`src/rtl/jsu_pkg.sv`:
```
// Shared types and constants for the JSON string unescape block.
package jsu_pkg;

  typedef enum logic [2:0] {
    PH_WAIT = 3'd0,
    PH_STR  = 3'd1,
    PH_ESC  = 3'd2,
    PH_HEX  = 3'd3,
    PH_BS   = 3'd4,
    PH_U    = 3'd5,
    PH_LOW  = 3'd6
  } phase_e;

  // Record handed from the parser to the byte emitter
  typedef enum logic [1:0] {
    REC_BYTE = 2'd0,
    REC_CP   = 2'd1,
    REC_END  = 2'd2,
    REC_ERR  = 2'd3
  } rec_kind_e;

  typedef struct packed {
    rec_kind_e   kind;
    logic [20:0] data;
    logic [2:0]  code;
  } rec_t;

  localparam logic [1:0] KIND_DATA = 2'd0;
  localparam logic [1:0] KIND_END  = 2'd1;
  localparam logic [1:0] KIND_ERR  = 2'd2;

  localparam logic [2:0] ERR_NO_QUOTE     = 3'd0;
  localparam logic [2:0] ERR_CTRL_CHAR    = 3'd1;
  localparam logic [2:0] ERR_UNTERM_ESC   = 3'd2;
  localparam logic [2:0] ERR_BAD_U        = 3'd3;
  localparam logic [2:0] ERR_MISSING_LOW  = 3'd4;
  localparam logic [2:0] ERR_BAD_LOW      = 3'd5;
  localparam logic [2:0] ERR_BAD_ESC      = 3'd6;
  localparam logic [2:0] ERR_UNTERM_STR   = 3'd7;

  localparam int unsigned QDepth = 4;
  localparam int unsigned QPtrW  = $clog2(QDepth);
  localparam int unsigned QCntW  = $clog2(QDepth + 1);

endpackage

```
`src/rtl/jsu_front.sv`:
```
// Parser front end: string/escape state machine, one record per item at most.
module jsu_front
  import jsu_pkg::*;
(
  input  logic       clk_i,
  input  logic       rst_ni,
  input  logic       accept_i,
  input  logic [7:0] in_byte_i,
  input  logic       text_end_i,
  output logic       push_o,
  output rec_t       rec_o
);

  localparam logic [7:0] ChQuote = 8'h22;
  localparam logic [7:0] ChBslash = 8'h5C;
  localparam logic [7:0] ChSlash = 8'h2F;
  localparam logic [7:0] ChB = 8'h62;
  localparam logic [7:0] ChF = 8'h66;
  localparam logic [7:0] ChN = 8'h6E;
  localparam logic [7:0] ChR = 8'h72;
  localparam logic [7:0] ChT = 8'h74;
  localparam logic [7:0] ChU = 8'h75;

  // {valid, value}
  function automatic logic [4:0] hex_val(input logic [7:0] c);
    logic [4:0] r;
    r = 5'd0;
    if (c >= 8'h30 && c <= 8'h39) begin
      r = {1'b1, 4'(c - 8'h30)};
    end else if (c >= 8'h61 && c <= 8'h66) begin
      r = {1'b1, 4'(c - 8'h57)};
    end else if (c >= 8'h41 && c <= 8'h46) begin
      r = {1'b1, 4'(c - 8'h37)};
    end
    return r;
  endfunction

  phase_e      phase_q, phase_d;
  logic [1:0]  dc_q, dc_d;
  logic [15:0] hv_q, hv_d;
  logic [9:0]  hb_q, hb_d;
  logic        fail;
  logic [2:0]  fcode;
  logic [4:0]  digit;
  logic [15:0] v;
  logic        c_end;
  logic [7:0]  c;

  always_ff @(posedge clk_i or negedge rst_ni) begin
    if (!rst_ni) begin
      phase_q <= PH_WAIT;
      dc_q    <= '0;
      hv_q    <= '0;
      hb_q    <= '0;
    end else begin
      phase_q <= phase_d;
      dc_q    <= dc_d;
      hv_q    <= hv_d;
      hb_q    <= hb_d;
    end
  end

  assign c     = in_byte_i;
  assign c_end = text_end_i;
  assign digit = hex_val(c);
  assign v     = {hv_q[11:0], digit[3:0]};

  always_comb begin
    phase_d = phase_q;
    dc_d    = dc_q;
    hv_d    = hv_q;
    hb_d    = hb_q;
    push_o  = 1'b0;
    rec_o   = '{kind: REC_BYTE, data: '0, code: ERR_NO_QUOTE};
    fail    = 1'b0;
    fcode   = ERR_NO_QUOTE;
    if (accept_i) begin
      unique case (phase_q)
        PH_STR: begin
          if (c_end) begin
            fail = 1'b1; fcode = ERR_UNTERM_STR;
          end else if (c == ChQuote) begin
            phase_d = PH_WAIT;
            push_o = 1'b1;
            rec_o.kind = REC_END;
          end else if (c < 8'h20) begin
            fail = 1'b1; fcode = ERR_CTRL_CHAR;
          end else if (c == ChBslash) begin
            phase_d = PH_ESC;
          end else begin
            push_o = 1'b1;
            rec_o.data = {13'd0, c};
          end
        end
        PH_ESC: begin
          if (c_end) begin
            fail = 1'b1; fcode = ERR_UNTERM_ESC;
          end else begin
            phase_d = PH_STR;
            push_o = 1'b1;
            case (c)
              ChQuote, ChBslash, ChSlash: rec_o.data = {13'd0, c};
              ChB: rec_o.data = 21'h08;
              ChF: rec_o.data = 21'h0C;
              ChN: rec_o.data = 21'h0A;
              ChR: rec_o.data = 21'h0D;
              ChT: rec_o.data = 21'h09;
              ChU: begin
                push_o  = 1'b0;
                phase_d = PH_HEX;
                dc_d    = '0;
                hv_d    = '0;
              end
              default: begin
                push_o = 1'b0;
                fail = 1'b1; fcode = ERR_BAD_ESC;
              end
            endcase
          end
        end
        PH_HEX, PH_LOW: begin
          if (c_end || !digit[4]) begin
            fail = 1'b1;
            fcode = (phase_q == PH_HEX) ? ERR_BAD_U : ERR_BAD_LOW;
          end else if (dc_q != 2'd3) begin
            hv_d = v;
            dc_d = dc_q + 2'd1;
          end else begin
            dc_d = '0;
            hv_d = v;
            if (phase_q == PH_HEX) begin
              if (v[15:10] == 6'b110110) begin
                hb_d    = v[9:0];
                phase_d = PH_BS;
              end else begin
                phase_d    = PH_STR;
                push_o     = 1'b1;
                rec_o.kind = REC_CP;
                rec_o.data = {5'd0, v};
              end
            end else if (v[15:10] != 6'b110111) begin
              fail = 1'b1; fcode = ERR_BAD_LOW;
            end else begin
              phase_d    = PH_STR;
              push_o     = 1'b1;
              rec_o.kind = REC_CP;
              rec_o.data = 21'h10000 + {1'b0, hb_q, v[9:0]};
            end
          end
        end
        PH_BS: begin
          if (c_end || c != ChBslash) begin
            fail = 1'b1; fcode = ERR_MISSING_LOW;
          end else begin
            phase_d = PH_U;
          end
        end
        PH_U: begin
          if (c_end || c != ChU) begin
            fail = 1'b1; fcode = ERR_MISSING_LOW;
          end else begin
            phase_d = PH_LOW;
            dc_d    = '0;
            hv_d    = '0;
          end
        end
        default: begin
          // waiting for the opening quote; unused code behaves the same
          if (c_end || c != ChQuote) begin
            fail = 1'b1; fcode = ERR_NO_QUOTE;
          end else begin
            phase_d = PH_STR;
          end
        end
      endcase
    end
    if (fail) begin
      phase_d    = PH_WAIT;
      dc_d       = '0;
      hv_d       = '0;
      hb_d       = '0;
      push_o     = 1'b1;
      rec_o.kind = REC_ERR;
      rec_o.data = '0;
      rec_o.code = fcode;
    end
  end

endmodule

```
`src/rtl/jsu_fifo.sv`:
```
// Small record queue between parser and emitter.
module jsu_fifo
  import jsu_pkg::*;
(
  input  logic clk_i,
  input  logic rst_ni,
  input  logic push_i,
  input  rec_t rec_i,
  output logic full_o,
  input  logic pop_i,
  output logic valid_o,
  output rec_t rec_o
);

  rec_t             mem_q [QDepth];
  logic [QPtrW-1:0] wr_q, rd_q;
  logic [QCntW-1:0] cnt_q;
  logic             do_push, do_pop;

  assign full_o  = (cnt_q == QCntW'(QDepth));
  assign valid_o = (cnt_q != '0);
  assign do_push = push_i && !full_o;
  assign do_pop  = pop_i && valid_o;
  assign rec_o   = mem_q[rd_q];

  always_ff @(posedge clk_i or negedge rst_ni) begin
    if (!rst_ni) begin
      wr_q  <= '0;
      rd_q  <= '0;
      cnt_q <= '0;
    end else begin
      if (do_push) wr_q <= wr_q + QPtrW'(1);
      if (do_pop)  rd_q <= rd_q + QPtrW'(1);
      if (do_push && !do_pop) begin
        cnt_q <= cnt_q + QCntW'(1);
      end else if (do_pop && !do_push) begin
        cnt_q <= cnt_q - QCntW'(1);
      end
    end
  end

  always_ff @(posedge clk_i) begin
    if (do_push) mem_q[wr_q] <= rec_i;
  end

endmodule

```
`src/rtl/jsu_back.sv`:
```
// Emitter: expands records into output items, UTF-8 encoding code points.
module jsu_back
  import jsu_pkg::*;
(
  input  logic       clk_i,
  input  logic       rst_ni,
  input  logic       valid_i,
  input  rec_t       rec_i,
  output logic       pop_o,
  output logic       out_valid_o,
  input  logic       out_stall_i,
  output logic [7:0] out_byte_o,
  output logic [1:0] kind_o,
  output logic [2:0] error_code_o,
  output logic       last_of_run_o
);

  logic [1:0]  idx_q;
  logic        out_valid_q;
  logic [7:0]  byte_q;
  logic [1:0]  kind_q;
  logic [2:0]  code_q;
  logic        last_q;
  logic [1:0]  last_idx;
  logic [7:0]  sel_byte;
  logic [1:0]  sel_kind;
  logic [2:0]  sel_code;
  logic        ld;
  logic [20:0] cp;

  assign cp = rec_i.data;

  always_comb begin
    last_idx = 2'd0;
    sel_byte = 8'h00;
    sel_kind = KIND_DATA;
    sel_code = ERR_NO_QUOTE;
    case (rec_i.kind)
      REC_BYTE: sel_byte = cp[7:0];
      REC_END:  sel_kind = KIND_END;
      REC_ERR: begin
        sel_kind = KIND_ERR;
        sel_code = rec_i.code;
      end
      default: begin
        if (cp <= 21'h7F) begin
          sel_byte = cp[7:0];
        end else if (cp <= 21'h7FF) begin
          last_idx = 2'd1;
          sel_byte = (idx_q == 2'd0) ? {3'b110, cp[10:6]} : {2'b10, cp[5:0]};
        end else if (cp <= 21'hFFFF) begin
          last_idx = 2'd2;
          case (idx_q)
            2'd0:    sel_byte = {4'b1110, cp[15:12]};
            2'd1:    sel_byte = {2'b10, cp[11:6]};
            default: sel_byte = {2'b10, cp[5:0]};
          endcase
        end else begin
          last_idx = 2'd3;
          case (idx_q)
            2'd0:    sel_byte = {5'b11110, cp[20:18]};
            2'd1:    sel_byte = {2'b10, cp[17:12]};
            2'd2:    sel_byte = {2'b10, cp[11:6]};
            default: sel_byte = {2'b10, cp[5:0]};
          endcase
        end
      end
    endcase
  end

  assign ld    = valid_i && (!out_valid_q || !out_stall_i);
  assign pop_o = ld && (idx_q == last_idx);

  always_ff @(posedge clk_i or negedge rst_ni) begin
    if (!rst_ni) begin
      out_valid_q <= 1'b0;
      idx_q       <= '0;
    end else if (ld) begin
      out_valid_q <= 1'b1;
      idx_q       <= (idx_q == last_idx) ? 2'd0 : idx_q + 2'd1;
    end else if (!out_stall_i) begin
      out_valid_q <= 1'b0;
    end
  end

  always_ff @(posedge clk_i) begin
    if (ld) begin
      byte_q <= sel_byte;
      kind_q <= sel_kind;
      code_q <= sel_code;
      last_q <= (idx_q == last_idx);
    end
  end

  assign out_valid_o   = out_valid_q;
  assign out_byte_o    = byte_q;
  assign kind_o        = kind_q;
  assign error_code_o  = code_q;
  assign last_of_run_o = last_q;

endmodule

```
`src/rtl/json_string_unescape_utf8.sv`:
```
// JSON quoted-string decoder with UTF-8 re-encoding of \u escapes. A text
// item is accepted every cycle while the four-entry record queue between the
// parser and the emitter has room. Each item yields at most one record; the
// emitter turns a record into one output item per cycle while the output is
// not stalled, 1 to 4 for a \u code point. Input stall rises only when the
// queue is full, which follows output stall or a run of multi-byte code
// points. A result is written into the record queue and then registered in
// the emitter's output register before it reaches the output.
module json_string_unescape_utf8
  import jsu_pkg::*;
(
  input  logic       clk_i,
  input  logic       rst_ni,
  input  logic       in_valid_i,
  output logic       in_stall_o,
  input  logic [7:0] in_byte_i,
  input  logic       text_end_i,
  output logic       out_valid_o,
  input  logic       out_stall_i,
  output logic [7:0] out_byte_o,
  output logic [1:0] kind_o,
  output logic [2:0] error_code_o,
  output logic       last_of_run_o
);

  logic accept;
  logic push;
  rec_t push_rec;
  logic q_full;
  logic q_valid;
  logic pop;
  rec_t head_rec;

  assign in_stall_o = q_full;
  assign accept     = in_valid_i && !q_full;

  jsu_front u_front (
    .clk_i,
    .rst_ni,
    .accept_i   (accept),
    .in_byte_i,
    .text_end_i,
    .push_o     (push),
    .rec_o      (push_rec)
  );

  jsu_fifo u_fifo (
    .clk_i,
    .rst_ni,
    .push_i  (push),
    .rec_i   (push_rec),
    .full_o  (q_full),
    .pop_i   (pop),
    .valid_o (q_valid),
    .rec_o   (head_rec)
  );

  jsu_back u_back (
    .clk_i,
    .rst_ni,
    .valid_i     (q_valid),
    .rec_i       (head_rec),
    .pop_o       (pop),
    .out_valid_o,
    .out_stall_i,
    .out_byte_o,
    .kind_o,
    .error_code_o,
    .last_of_run_o
  );

`ifndef ASSERT_OFF
  a_end_err_last: assert property (@(posedge clk_i) disable iff (!rst_ni)
    out_valid_o && kind_o != KIND_DATA |-> last_of_run_o)
    else $error("end or error item not last of run");

  a_code_zero: assert property (@(posedge clk_i) disable iff (!rst_ni)
    out_valid_o && kind_o != KIND_ERR |-> error_code_o == ERR_NO_QUOTE)
    else $error("error code set on non-error item");

  a_full_has_head: assert property (@(posedge clk_i) disable iff (!rst_ni)
    q_full |-> q_valid)
    else $error("queue full without head record");

  a_pop_only_valid: assert property (@(posedge clk_i) disable iff (!rst_ni)
    pop |-> q_valid)
    else $error("pop from empty queue");
`endif

endmodule

```
`config.mk`:
```
export PLATFORM = sky130hd
export DESIGN_NAME = json_string_unescape_utf8
export DESIGN_NICKNAME = d
export VERILOG_FILES = /design/src/rtl/jsu_pkg.sv /design/src/rtl/jsu_front.sv /design/src/rtl/jsu_fifo.sv /design/src/rtl/jsu_back.sv /design/src/rtl/json_string_unescape_utf8.sv
export SDC_FILE = /design/constraint.sdc
export NUM_CORES = 1
export LEC_CHECK = 0
export ABC_AREA = 1
export ABC_CLOCK_PERIOD_IN_PS = 4560
export BUFFER_PORTS_ARGS = -buffer_cell sky130_fd_sc_hd__buf_2
export CORE_ASPECT_RATIO = 1.2
export CORE_MARGIN = 4
export CORE_UTILIZATION = 55
export DETAILED_ROUTE_END_ITERATION = 8
export HOLD_SLACK_MARGIN = 0.12
export MAX_ROUTING_LAYER = met4
export PLACE_DENSITY = 0.72
export SLEW_MARGIN = 25
export SYNTH_ARGS = -nofsm -noshare
export SYNTH_HDL_FRONTEND = slang
export SYNTH_SLANG_ARGS = --single-unit
```
`constraint.sdc`:
```
create_clock -name clk_i -period 4.56 [get_ports clk_i]
set_input_delay 0.912 -clock clk_i [delete_from_list [all_inputs] [get_ports clk_i]]
set_output_delay 0.912 -clock clk_i [all_outputs]
set_load 0.01 [all_outputs]
```
# --- Word-level counts from Yosys, hierarchy flattened ---
# Memory sizes are Yosys's and may differ from the RTL's.
# Index checks and enable logic that the tools add are counted.
classes:
  add_sub_neg: 10
  n_lt_le_gt_ge: 10
  n_eq_ne: 41
  n_mux: 119
  reduce_logical: 39
ops:
  columns: ["cell", "n"]
  rows:
  - ["23-bit 2-to-1 mux", 5]
  - ["3-bit 2-to-1 mux", 29]
  - ["12-bit 2-to-1 mux", 6]
  - ["10-bit 2-to-1 mux", 7]
  - ["21-bit 2-to-1 mux", 3]
  - ["21-bit one-hot mux with 3 select lines", 1]
  - ["8-bit by 7-bit equality test with 1-bit output, second input constant", 7]
  - ["8-bit one-hot mux with 6 select lines", 1]
  - ["22-bit 2-to-1 mux", 2]
  - ["12-bit one-hot mux with 3 select lines", 1]
  - ["1-bit 2-to-1 mux", 32]
  - ["8-bit 2-to-1 mux", 4]
  - ["3-bit one-hot mux with 5 select lines", 2]
  - ["2-bit 2-to-1 mux", 13]
  - ["26-bit 2-to-1 mux", 1]
  - ["17-bit by 20-bit adder with 21-bit output, first input constant", 1]
  - ["21-bit by 11-bit <= comparator with 1-bit output, second input constant", 1]
  - ["21-bit by 16-bit <= comparator with 1-bit output, second input constant", 1]
  - ["21-bit by 7-bit <= comparator with 1-bit output, second input constant", 1]
  - ["3-bit by 2-bit != test with 1-bit output, second input constant", 7]
  - ["7-bit one-hot mux with 3 select lines", 1]
  - ["8-bit by 6-bit equality test with 1-bit output, second input constant", 2]
  - ["8-bit by 7-bit >= comparator with 1-bit output, second input constant", 2]
  - ["8-bit by 7-bit <= comparator with 1-bit output, second input constant", 2]
  - ["44 further kinds", 87]
totals:
  reg_bits: 51
  ramBits: 104
  input_bits: 13
  out_inout_bits: 16
  word_cells: 233
  mem_count: 1
memory_table:
  columns: ["name", "words", "word_bits", "read_ports", "rd_ports_with_merged_regs", "write_ports", "line_no", "text"]
  rows:
  - ["u_fifo.mem_q", 4, 26, 1, 0, 1, "jsu_fifo.sv:15", "rec_t mem_q [QDepth];"]

# --- Logic depth before layout (Yosys ltp) ---
logic_depth:
  ltp_word: 16
  ltp_mapped: 20

# --- By module ---
# From an unflattened synthesis, not the netlist that was laid out.
hier_totals:
  hier_cells: 973
  hier_area_um2: 8785.9
by_module_without_submodules:
  columns: ["module", "instances", "cells_per_inst", "area_each_um2", "seq_area_each_um2"]
  rows:
  - ["jsu_fifo", 1, 363, 4775.8, 3298.2]
  - ["jsu_front", 1, 383, 2547.4, 675.6]
  - ["jsu_back", 1, 225, 1452.6, 495.5]
  - ["json_string_unescape_utf8", 1, 2, 10.0, 0.0]

# --- Worst setup path before layout ---
# OpenSTA, ideal clock, no wires.
synth_timing:
  path_type: "input to register"
  start: "input port in_byte_i[1]"
  end: "memory u_fifo.mem_q[0][0] in the netlist's numbering (enable)"
  setup_time_ns: 0.409
  t_arrival_ns: 3.248
  required_ns: 4.151
  slack_ns: 0.903
  stages: 14
  n_path_buf: 0
  cell_sequence: "inv_1 > ha_1 > inv_1 > nand3_1 > nand4_1 > nand2_2 > nand2_2 > inv_2 > nand4_1 > nand3_1 > nand2_1 > nand2_2 > inv_2 > nor2_1"
synth_between:
  elab_chain_cells: 14
synth_lines:
  columns: ["item", "line_no", "text"]
  rows:
  - ["from (decl)", "json_string_unescape_utf8.sv:16", "input logic [7:0] in_byte_i,"]
  - ["8-bit by 7-bit >= comparator with 1-bit output / 8-bit by 7-bit <= comparator with 1-bit output (equally long branches)", "jsu_front.sv:32", "end else if (c >= 8'h41 && c <= 8'h46) begin"]
  - ["1-bit logical AND", "jsu_front.sv:32", null]
  - ["5-bit 2-to-1 mux", "jsu_front.sv:32", null]
  - ["5-bit 2-to-1 mux", "jsu_front.sv:30", "end else if (c >= 8'h61 && c <= 8'h66) begin"]
  - ["5-bit 2-to-1 mux", "jsu_front.sv:28", "if (c >= 8'h30 && c <= 8'h39) begin"]
  - ["1-bit zero test", "jsu_front.sv:122", "if (c_end || !digit[4]) begin"]
  - ["1-bit logical OR", "jsu_front.sv:122", null]
  - ["1-bit 2-to-1 mux", "jsu_front.sv:122", null]
  - ["1-bit one-hot mux with 5 select lines / 1-bit one-hot mux with 3 select lines (equally long branches)", "jsu_front.sv:78", "unique case (phase_q)"]
  - ["1-bit 2-to-1 mux", "jsu_front.sv:77", "if (accept_i) begin"]
  - ["1-bit 2-to-1 mux *", "jsu_front.sv:177", "if (fail) begin"]
  - ["1-bit logical AND *", "jsu_fifo.sv:22", "assign do_push = push_i && !full_o;"]
  - ["named net u_fifo.do_push", "jsu_fifo.sv:18", "logic do_push, do_pop;"]
  - ["1-bit 2-to-1 mux *", "jsu_fifo.sv:43", "if (do_push) mem_q[wr_q] <= rec_i;"]
  - ["1-bit 2-to-1 mux (not written as such) *", "jsu_fifo.sv:43", null]
  - ["to (decl)", "jsu_fifo.sv:15", null]
# The timed path passes the listed nets; every way through them passes the cells marked *.

# --- Final worst setup path ---
layout_timing:
  start: "register u_fifo.rd_q[0]"
  end: "register u_fifo.cnt_q[1]"
layout_between:
  elab_chain_cells: 12
layout_lines:
  columns: ["item", "line_no", "text"]
  rows:
  - ["from (decl)", "jsu_fifo.sv:16", "logic [QPtrW-1:0] wr_q, rd_q;"]
  - ["from (signal assigned)", "jsu_fifo.sv:33", "if (do_pop) rd_q <= rd_q + QPtrW'(1);"]
  - ["memory 4 x 26 bit *", null, null]
  - ["21-bit by 16-bit <= comparator with 1-bit output", "jsu_back.sv:51", "end else if (cp <= 21'hFFFF) begin"]
  - ["1-bit 2-to-1 mux", "jsu_back.sv:51", null]
  - ["2-bit 2-to-1 mux", "jsu_back.sv:48", "end else if (cp <= 21'h7FF) begin"]
  - ["2-bit 2-to-1 mux", "jsu_back.sv:46", "if (cp <= 21'h7F) begin"]
  - ["2-bit 2-to-1 mux *", "jsu_back.sv:38", "case (rec_i.kind)"]
  - ["2-bit equality test *", "jsu_back.sv:72", "assign pop_o = ld && (idx_q == last_idx);"]
  - ["1-bit logical AND *", "jsu_back.sv:72", null]
  - ["1-bit logical AND *", "jsu_fifo.sv:23", "assign do_pop = pop_i && valid_o;"]
  - ["1-bit zero test", "jsu_fifo.sv:34", "if (do_push && !do_pop) begin"]
  - ["1-bit logical AND", "jsu_fifo.sv:34", null]
  - ["3-bit 2-to-1 mux / 2-bit nonzero test (equally long branches)", null, null]
  - ["to (signal assigned)", "jsu_fifo.sv:35", "cnt_q <= cnt_q + QCntW'(1);"]
  - ["to (signal assigned)", "jsu_fifo.sv:37", "cnt_q <= cnt_q - QCntW'(1);"]
  - ["to (decl)", "jsu_fifo.sv:17", "logic [QCntW-1:0] cnt_q;"]
# Every way passes the cells marked *; elsewhere a longest branch is shown, timed or not.
# A chain may end at the register's enable or synchronous reset.

==> flow_metrics.tcl <==
set metrics [dict create \
    status "finished, final reports clean" \
    syn_area_per_cell_um2 8.95 \
    io_pins 29 \
    cts_sinks 155 \
    yosys_most_used_dff "edfxtp_1" \
    wirelength_um 18800 \
    fin_ws_ns 1.06 \
    top_layer "met4" \
    wl_met2_um 9380 \
    row_count 48 \
    synth_area_um2 8230 \
    fin_crit_sh_pct 76.8 \
    drive_above_1_share_pct 13.6 \
    antenna_cells 0 \
    numCtsBuffers 17 \
    critPathLaunchType "register" \
    synth_edf_count 118 \
    critPathCaptureType "register" \
    post_cts_buffers 0 \
    cts_tree "done" \
    max_cap_viol_count 0 \
    drcViolationCount 0 \
    cts_max_level 4 \
    io_buffers 28 \
    clk_pin_slew_ns 0.06 \
    grt_pass1_wl_um 30200 \
    fin_skew_ns 0.00625 \
    yosys_warnings 0 \
    leakage_nw 3.93 \
    grt_setup_unrepaired "false" \
    grt_usage_pct 23.6 \
    fin_crit_ns 3.50 \
    dr.pass1.iters 5 \
    pre_cts_slack_ns 0.835 \
    cts.path.max_buffers 2 \
    antenna_found_initial 0 \
    post_synth_num_cell_types 47 \
    slew_headroom_pct 30.8 \
    setup_viol 0 \
    floorplan.initialDensity_pct 56.6 \
    clock_latency_ns 0.42 \
    cp_max_fo 31 \
    clockPowerShare_pct 25.7 \
    swShare_pct 38.7 \
    finalMaxSlewViolations 0 \
    gp_congestion 1.00 \
    mostFrequentLayoutCells "249 x nand2_1, 118 x edfxtp_1, 96 x nand3_1" \
    worst_pin_slew_ns 1.04 \
    path_class "register to register" \
    peakVddDrop_mv 0.270 \
    antenna_left 0 \
    die-area_um2 17000 \
    p_int_w 0.00332 \
    synth_cells 919 \
    arrival_ns 3.81 \
    wire_per_inst_um 16.2 \
    fin_setup_tns_ns 0 \
    synthArstFlopShare_pct 23.9 \
    die_height_um 142 \
    worstHoldStart "u_back.out_valid_o" \
    wl_met1_um 7870 \
    worst_ep_required_time_ns 4.86 \
    core_area_um2 14500 \
    hold_buffers 0 \
    grt_pass1_vias 6078 \
    cts_resized 0 \
    cp-startpoint "u_fifo.rd_q[0]" \
    syn2layout_area_growth_pct 10.7 \
    comb_power_share_pct 37.4 \
    max_freq_mhz 285 \
    switching_power_w 0.00209 \
    p_seq_share_pct 36.9 \
    grt_remaining_overflow 0 \
    clock-root-buffer "clkbuf_16" \
    synth_fp_nets 949 \
    yosysSeqAreaShare_pct 54.3 \
    vias 6386 \
    nets 979 \
    dpl.hpwl_um 13200 \
    hold_class "register to register" \
    layout_commonest_cell "nand2_1" \
    grt_max_degree 56 \
    hold_viol 0 \
    met3_length_um 980 \
    ys_seq_elements 155 \
    drt_iter0_markers 484 \
    vias_per_cell 5.50 \
    power.density_nw_per_um2 593 \
    die_w_um 120 \
    r2r_start "u_fifo.rd_q[0]" \
]
sequential cells by signal, summed over array words and instances (netlist names), 3 cells and up:
signal / cells
u_fifo.mem_q: 104
u_front.hv_q: 12
u_front.hb_q: 10
u_back.out_byte_o: 8
u_back.error_code_o: 3
u_fifo.cnt_q: 3
u_front.phase_q: 3
worst max-delay path, stage by stage (launching register included):
cell     delay (ns)
dfrtp_1        0.39
inv_2          0.42
buf_4          0.36
nand2_1        0.09
a32oi_1        0.48
nor2_4         0.10
inv_2          0.14
o21ai_1        0.10
nand2_2        0.12
nand3_2        0.16
ha_1           0.24
inv_1          0.11
fa_1           0.40
mux2_2         0.27
layout make-up:
cell class,instances,area [um2]
Clock buffer,17,425
Clock inverter,15,166
Fill cell,1230,5420
Inverter,100,378
Multi-Input combinational cell,635,3180
Sequential cell,155,4470
Tap cell,200,250
Timing Repair Buffer,40,243
metal layers:
layer  vias up  global-route usage, %
li1       3192                      -
met1      2931                   27.8
met2       213                   39.2
met3        50                   4.81
met4         0                   11.0
met5         -                      -
metrics by stage:
stage	instances	utilization (%)	total power, W	hold slack (ns)	area, um2
3_3_place_gp	1130	58.6	0.00400	0.472	8520
2_1_floorplan	919	-	0.00350	0.463	8230
5_1_grt	1162	62.7	0.00578	0.542	9110
6_report	1162	62.7	0.00541	0.492	9110
3_5_place_dp	1130	58.6	0.00402	0.482	8520
4_1_cts	1162	62.7	0.00542	0.496	9110
power groups by stage:
stage / sequential [W] / clock (W) / combinational [W]
3_3_place_gp: 0.00201 / 0 / 0.00198
6_report: 0.00199 / 0.00139 / 0.00202
4_1_cts: 0.00199 / 0.00141 / 0.00201
5_1_grt: 0.00202 / 0.00149 / 0.00227
2_1_floorplan: 0.00204 / 0 / 0.00146
3_5_place_dp: 0.00202 / 0 / 0.00200
synthesized netlist by cell type (all sizes together), types with 2 or more instances:
library cell | n | share of area [%]
edfxtp | 118 | 43
buf | 24 | 2.4
a32oi | 2 | 0.21
ha | 16 | 2.4
a21oi | 35 | 2.2
dfrtp | 37 | 11
nand3 | 99 | 6.2
o22ai | 12 | 0.91
nor3 | 13 | 0.91
nand2 | 267 | 13
o21ai | 55 | 3.8
o211ai | 12 | 1.1
nand4 | 25 | 1.9
nor2 | 81 | 4.0
clkbuf | 5 | 0.23
o2111ai | 2 | 0.21
inv | 98 | 4.5
xor2 | 3 | 0.32
clkinv | 2 | 0.091
cell families after synthesis:
group,after synthesis,synth area share (%)
compound gates,124,9.03
flops,155,54.3
simple gates,489,26.2
mux,1,0.137
fa+ha+maj,17,2.68
buf+inv,129,7.18
xor+xnor,4,0.426
worst paths after layout:
check / to / cells past startpoint / slack, ns
worst min-delay path: u_back.out_valid_o / 2 / 0.49
worst max register to register: u_fifo.cnt_q[1] / 13 / 1.06
max in group asynchronous: u_front.hv_q[4] / 1 / 3.37
worst min register to register: u_back.out_valid_o / 2 / 0.49
min in group asynchronous: u_back.idx_q[0] / 1 / 0.61
worst max-delay path: u_fifo.cnt_q[1] / 13 / 1.06
No activity file was read; power rests on OpenSTA's default activity.
